### src/rtl/nrmt_pkg.sv
`default_nettype none

package nrmt_pkg;

  // Table geometry
  localparam int unsigned LEVELS            = 8;
  localparam int unsigned ENTRIES_PER_LEVEL = 64;

  localparam int unsigned LVL_W     = (LEVELS > 1) ? $clog2(LEVELS) : 1;
  localparam int unsigned ENT_W     = (ENTRIES_PER_LEVEL > 1) ? $clog2(ENTRIES_PER_LEVEL) : 1;
  localparam int unsigned CNT_W     = $clog2(ENTRIES_PER_LEVEL + 1);
  localparam int unsigned ADDR_W    = LVL_W + ENT_W;
  localparam int unsigned MEM_DEPTH = LEVELS * (2 ** ENT_W);

  // Field widths
  localparam int unsigned CMD_W    = 2;
  localparam int unsigned LEVEL_W  = 3;
  localparam int unsigned RATE_W   = 32;
  localparam int unsigned STATE_W  = 16;
  localparam int unsigned FACTOR_W = 16;
  localparam int unsigned STS_W    = 2;

  // Stream packing
  localparam int unsigned IN_LEVEL_LSB = 0;
  localparam int unsigned IN_NODE_LSB  = IN_LEVEL_LSB + LEVEL_W;
  localparam int unsigned IN_STATE_LSB = IN_NODE_LSB + RATE_W;
  localparam int unsigned IN_QUERY_LSB = IN_STATE_LSB + STATE_W;
  localparam int unsigned IN_TDATA_W   = 88;

  localparam int unsigned OUT_STATE_LSB = 0;
  localparam int unsigned OUT_RATE_LSB  = OUT_STATE_LSB + STATE_W;
  localparam int unsigned OUT_DIFF_LSB  = OUT_RATE_LSB + RATE_W;
  localparam int unsigned OUT_TDATA_W   = 80;

  // Tolerance arithmetic: rate (Q16.16) times factor (Q8.8)
  localparam int unsigned PROD_W     = RATE_W + FACTOR_W;
  localparam int unsigned FRAC_SHIFT = 8;
  localparam int unsigned TOL_W      = PROD_W - FRAC_SHIFT;
  localparam logic [FACTOR_W-1:0] FACTOR_RESET = 16'd256;
  localparam logic [RATE_W-1:0]   WIDTH_CAP    = 32'h0064_0000;

  // Reciprocal divider: 2^32 / v, one quotient bit per step
  localparam int unsigned DIV_STEPS = RATE_W + 1;
  localparam int unsigned DIV_CNT_W = $clog2(DIV_STEPS + 1);

  typedef enum logic [CMD_W-1:0] {
    CMD_CLEAR  = 2'd0,
    CMD_RECORD = 2'd1,
    CMD_QUERY  = 2'd2
  } cmd_e;

  typedef enum logic [STS_W-1:0] {
    STS_DONE    = 2'd0,
    STS_MATCH   = 2'd1,
    STS_NOMATCH = 2'd2,
    STS_DROP    = 2'd3
  } status_e;

  typedef enum logic [2:0] {
    ST_IDLE,
    ST_LOOKUP,
    ST_RECIP,
    ST_WRITE,
    ST_SCAN,
    ST_DRAIN,
    ST_DECIDE,
    ST_FINISH
  } state_e;

  // Table write request from the sequencer
  typedef struct packed {
    logic              we;
    logic [ADDR_W-1:0] addr;
    logic [STATE_W-1:0] state;
    logic [RATE_W-1:0] rate;
  } mem_wr_t;

endpackage

`default_nettype wire

### src/rtl/nrmt_recip.sv
`default_nettype none

module nrmt_recip
  import nrmt_pkg::*;
(
  input  logic              clk_i,
  input  logic              rst_ni,
  input  logic              start_i,
  input  logic [RATE_W-1:0] divisor_i,
  output logic              done_o,
  output logic [RATE_W-1:0] rate_o
);

  logic                 busy_q;
  logic [DIV_CNT_W-1:0] cnt_q;
  logic [RATE_W-1:0]    div_q;
  logic [RATE_W-1:0]    rem_q, rem_d;
  logic [RATE_W:0]      quo_q;
  logic [RATE_W:0]      trial;
  logic                 qbit;
  logic                 last_step;

  assign last_step = busy_q && (cnt_q == DIV_CNT_W'(DIV_STEPS - 1));

  // Dividend is a one followed by RATE_W zeros
  always_comb begin
    trial = {rem_q, (cnt_q == '0)};
    qbit  = (trial >= {1'b0, div_q});
    if (qbit) begin
      rem_d = RATE_W'(trial - {1'b0, div_q});
    end else begin
      rem_d = trial[RATE_W-1:0];
    end
  end

  always_ff @(posedge clk_i or negedge rst_ni) begin
    if (!rst_ni) begin
      busy_q <= 1'b0;
      cnt_q  <= '0;
    end else if (start_i) begin
      busy_q <= 1'b1;
      cnt_q  <= '0;
    end else if (busy_q) begin
      cnt_q <= cnt_q + 1'b1;
      if (last_step) begin
        busy_q <= 1'b0;
      end
    end
  end

  always_ff @(posedge clk_i) begin
    if (start_i) begin
      rem_q <= '0;
      quo_q <= '0;
      div_q <= divisor_i;
    end else if (busy_q) begin
      rem_q <= rem_d;
      quo_q <= {quo_q[RATE_W-1:0], qbit};
    end
  end

  assign done_o = last_step;
  // Saturate when the quotient needs the extra bit (divisor 0 or 1)
  assign rate_o = quo_q[RATE_W] ? '1 : quo_q[RATE_W-1:0];

endmodule

`default_nettype wire

### config.mk
export PLATFORM = sky130hd
export DESIGN_NAME = nrmt_recip
export DESIGN_NICKNAME = d
export VERILOG_FILES = /design/src/rtl/nrmt_pkg.sv /design/src/rtl/nrmt_recip.sv
export SDC_FILE = /design/constraint.sdc
export NUM_CORES = 1
export LEC_CHECK = 0
export BUFFER_PORTS_ARGS = -buffer_cell sky130_fd_sc_hd__buf_2
export CAP_MARGIN = 20
export CORE_UTILIZATION = 45
export DETAILED_ROUTE_END_ITERATION = 8
export PLACE_DENSITY = 0.6
export REMOVE_ABC_BUFFERS = 1
export SKIP_CTS_REPAIR_TIMING = 1
export SLEW_MARGIN = 0
export SYNTH_ARGS = -nofsm -noshare
export SYNTH_HDL_FRONTEND = slang
export SYNTH_SLANG_ARGS = --single-unit
### constraint.sdc
create_clock -name clk_i -period 4.35 [get_ports clk_i]
set_input_delay 0.2175 -clock clk_i [delete_from_list [all_inputs] [get_ports clk_i]]
set_output_delay 0.2175 -clock clk_i [all_outputs]
set_load 0.01 [all_outputs]
* Yosys cells after proc, flatten, opt, wreduce, memory -nomap -nowiden *
Cells that the tools add are included.

word-level totals
  register bits = 104
  bits in latches = 0
  bits in writable memories = 0
  bits in read-only memories = 0
  input port bits = 35
  output and inout port bits = 33
  logic and storage cells = 19
  memories kept = 0

cells by class
  add/sub/neg operators = 2
  multiply operators = 0
  divide/modulo/power cells = 0
  magnitude comparators = 1
  eq/ne operators = 1
  shift operators = 0
  mux-type cells = 7
  bitwise logic cells = 0
  reduce and logical (&&, ||, !) cells = 3

operators with widths
  operator               count
  $mux W32               2
  $ge A33 B32 Y1         1
  $sub A32 B32 Y32       1
  $mux W6                2
  $add A6 B1 Y6 const B  1
  $eq A6 B6 Y1 const B   1
  $logic_not A6 Y1       1
  $mux W1                3
  $reduce_bool A2 Y1     1
  $logic_and A1 B1 Y1    1

* Depth between registers and ports, before layout *
  depth in word-level cells = 5
  gate-level depth with buffers = 17
  depth with buffers taken out = 17

* Worst setup path after synthesis *
Ideal clock, no wire load.

  kind = reg2reg
  from = register cnt_q[0]
  to = register rem_q[30]
  setup time = 123 ps
  arrival = 3288 ps
  slack = 940 ps
  stages on the path, launching flop included = 18
  path buffers = 0
  clock period less this slack = 3410 ps
  path through = dfrtp_1 inv_1 ha_1 nor4b_1 nand2b_1 ha_1 inv_2 fa_1 a21oi_1 o211ai_1 a21o_1 and4b_1 o41ai_2 o21ai_1 a221o_1 a21oi_1 xor2_1 o21ai_1

on the way
  cells in the longest elaborated chain, start to end = 3
  elaborated cells between the ends (all ways) = 4

ends and longest elaborated chain
  element                                             RTL line                            source
  start: declaration                                  nrmt_recip.sv:15                    logic [DIV_CNT_W-1:0] cnt_q;
  start signal: assignment                            nrmt_recip.sv:44                    cnt_q <= cnt_q + 1'b1;
  $logic_not A6 Y1 *                                  nrmt_recip.sv:27                    trial = {rem_q, (cnt_q == '0)};
  $sub A32 B32 Y32 or $ge A33 B32 Y1 (tied branches)  nrmt_recip.sv:30, nrmt_recip.sv:28
  $mux W32 *                                          nrmt_recip.sv:29                    if (qbit) begin
  end signal: assignment                              nrmt_recip.sv:57                    rem_q <= rem_d;
  end: declaration                                    nrmt_recip.sv:17                    logic [RATE_W-1:0] rem_q, rem_d;

Mark *: on every way between the ends. The rest lies on a longest branch, timed or not.
A chain may end at the register's enable or synchronous reset.

* Worst setup path in the final report *
Same ends and word-level chain as after synthesis.

==> out/metrics.csv <==
metric;value;unit
outcome;completed;
Netlist cell types;57;
Slew Viols, Final;0;
Skew-Pair Late Insertion Delay;360;ps
# port buffers;67;
Compound-Gate Fraction of Synth Area;0.1535;
drt pass-1 iters;4;
crit path kind;reg2reg;
Critical Path Start Type;flop;
number of enable flip-flop cells after synthesis;32;
Synth Warn #;0;
number of synthesized register bits;104;
largest family of logic cells by synthesized area;simple AND/OR/NAND/NOR gates;
Max Cap Viol;0;
Placer Congestion;0.8794;
initial antenna violation count;0;
clock share of power;0.390;
DRT iter0 DRCs;151;
TritonCTS Sinks;104;
std cell rows;41;
Max Fclk;0.2676;GHz
worst path required time;4590;ps
TritonCTS buffer count;9;
simple-gate share of the synthesized area;0.1609;
WL/cell;14.14;µm
initial cell density of the core;0.4651;
final setup vio count;0;
Mapped Area;0.005893;mm²
P_sw;506.5;µW
multiplexer share of the synthesized area;0.09363;
Die Y;116.4;µm
DRT Wirelength;11.95;mm
Hold Vio Cnt, Final;0;
clk slew on worst S/H paths;70;ps
Hold WC Path Type;in2reg;
# IOs;68;
crit-path cells;inv_1 -> ha_1 -> nor4b_1 -> nand2b_1 -> ha_1 -> inv_2 -> fa_1 -> a21oi_1 -> o211ai_1 -> a21o_1 -> and4b_1 -> o41ai_2 -> o21ai_1 -> a221o_1 -> a21oi_1 -> xor2_1 -> o21ai_1;
setup repair after global routing missed its margin;false;
P per Cell Area;305.5;mW/mm²
sw frac;0.2502;
Die ar.;0.01356;mm²
area share of the largest cell type after synthesis;0.2208;
top cells by area, synth;dfxtp_1 (22%), edfxtp_1 (16%), mux2i_1 (9.2%);
setup TNS;0;ps
grt total ovfl;0;
Static Leakage;0.003296;µW
crit-path max cell delay;400;ps
Max-slew headroom;0.4552;
Synth Area per Inst;9.490;µm²
n_diodes;0;
final worst-path cycle share;0.8591;
Worst Setup End Kind;flop;
Post-Synth XOR/XNOR Area;0.04756;
vias in the first global route;4396;
cell at the slowest stage of the critical path;dfrtp_1;
CP Max Fanout;4;
Final nets;738;
Internal Power;1518;µW
Core ar.;0.01267;mm²
Seq pwr share;0.515;
layout cells sized above 1;0.1961;
Worst Tran Pin Value;816.1;ps
adder-cell share of the synthesized area;0.07558;
CTS tree;yes;
dominant cell type by area after synthesis;dfxtp_1;
Top FF cell, synth;dfxtp_1;
antenna viol nets, final;0;
clock skew;8.820;ps
final-layout fill cell count;1211;
root cell of the clock tree;clkbuf_16;
first-pass GRT wire length;20.42;mm
GRT Total Usage;0.1933;
DRC;0;
worst vdd ir;0.2635;mV
DP HPWL;8.533;mm
detailed-route vias per instance;5.322;
Seq/Total Area, Yosys;0.4136;
Longest Clk Path Bufs;2;
Vias;4497;
post-synthesis cell count;621;
fin crit period;3737;ps
Post-synth ARST share;0.06731;
largest net degree at the start of global routing;53;
Die W;116.4;µm
H-tree Lvls;3;
synthesis-to-finish area growth;12.48;%
Gate power share;0.095;
Worst EP arrival;3980;ps
Pwr Total;2025;µW
-- state kept, by name, indices dropped and copies added (netlist names) --
| register | count |
|---|---|
| quo_q | 33 |
| div_q | 32 |
| rem_q | 32 |
| cnt_q | 6 |
| busy_q | 1 |
-- cell families (layout without fill, tap and decap cells) --
kind of cell	Yosys count	count (layout)
fa+ha+maj	35	35
flops	104	104
buf+inv	79	131
xor+xnor	32	32
mux	55	55
compound gates	124	124
simple gates	192	192
-- cell usage after synthesis, types with 3 or more instances --
master	instances
nor3b_1	7
dfxtp_1	65
mux2i_1	54
inv_1	41
o21a_1	4
nor3_1	3
nor2_1	77
clkbuf_1	27
o21ai_0	8
a31oi_1	3
nand3_1	11
and3_1	9
xor2_1	17
buf_6	3
xnor2_1	15
nand2_1	25
o21bai_1	3
ha_1	34
nand4_1	11
a21o_1	16
nand2b_1	3
edfxtp_1	32
a211oi_1	22
buf_1	4
or2_2	33
and2_1	3
a41oi_1	6
a311oi_1	5
a21oi_1	29
dfrtp_1	7
o21ai_1	7
-- critical path, delay by kind of cell (launching register included) --
family / cells / cell delay [ps]
adder cells (fa/ha/maj): 3 / 720
buffers and inverters: 2 / 110
AO/OA/AOI/OAI: 8 / 1740
XOR/XNOR: 1 / 160
AND/OR/NAND/NOR: 3 / 490
flip-flops: 1 / 400
-- metrics by stage --
step	hold slack [ps]	util	instances	area, µm²	worst slack (ps)
after floorplan	-78.09	-	584	5725	442.9
after global placement	63.23	0.4998	828	6332	685.9
after detailed placement	69.34	0.4998	828	6332	637.4
after CTS	-325.5	0.5224	844	6619	618.2
after global routing	8.527	0.5232	845	6629	299.2
final	27.22	0.5232	845	6629	612.9
-- power by group through the flow --
stage	combinational, µW	sequential [µW]	clock (µW)
detailed placement	191	1070	0
floorplan	129	1060	0
global placement	189	1060	0
global route	216	1050	856
CTS	192	1040	822
finish	192	1040	791
-- cell type report --
cell class / count / area (µm²) / share of cell area
flip-flops and latches: 104 / 2441 / 0.3683
well taps: 172 / 215.2 / 0.03247
multi-input cells: 438 / 3131 / 0.4723
inverters: 42 / 157.7 / 0.02378
clock buffers: 10 / 239.0 / 0.03605
clock inverters: 6 / 47.55 / 0.007173
repair buffers: 73 / 397.9 / 0.06002
-- layer usage --
metal,global-route usage,share of wire,routed length [µm],vias up
met2,0.3128,0.46,5455,75
met3,0.05708,0.050,600,17
met4,0.08376,0.020,236,0
li1,-,-,-,2283
met1,0.2388,0.47,5658,2122
met5,0,0,0,-
-- final timing paths --
kind	startpoint	to	slack [ps]	depth (start not counted)
setup / recovery	cnt_q[0]$_DFFE_PN0P_	rem_q[30]$_SDFFE_PP0P_	610	17
hold / removal	divisor_i[30]	div_q[30]$_DFFE_PP_	30	1
setup reg to reg	cnt_q[0]$_DFFE_PN0P_	rem_q[30]$_SDFFE_PP0P_	610	17
hold reg to reg	rem_q[15]$_SDFFE_PP0P_	rem_q[15]$_SDFFE_PP0P_	510	2
max in group asynchronous	rst_ni	busy_q$_DFF_PN0_	3940	2
min in group asynchronous	rst_ni	cnt_q[4]$_DFFE_PN0P_	220	2
-- cells in the final DEF (no fill, tap or decap), types with 16 or more instances in the layout --
master / synthesis / final
a211oi_1: 22 / 22
a21o_1: 16 / 16
a21oi_1: 29 / 29
buf_2: 2 / 66
dfxtp_1: 65 / 65
edfxtp_1: 32 / 32
ha_1: 34 / 34
inv_1: 41 / 41
mux2i_1: 54 / 54
nand2_1: 25 / 25
nor2_1: 77 / 77
or2_2: 33 / 33
xor2_1: 17 / 17
Note: power is estimated with default switching activity, not from simulation.
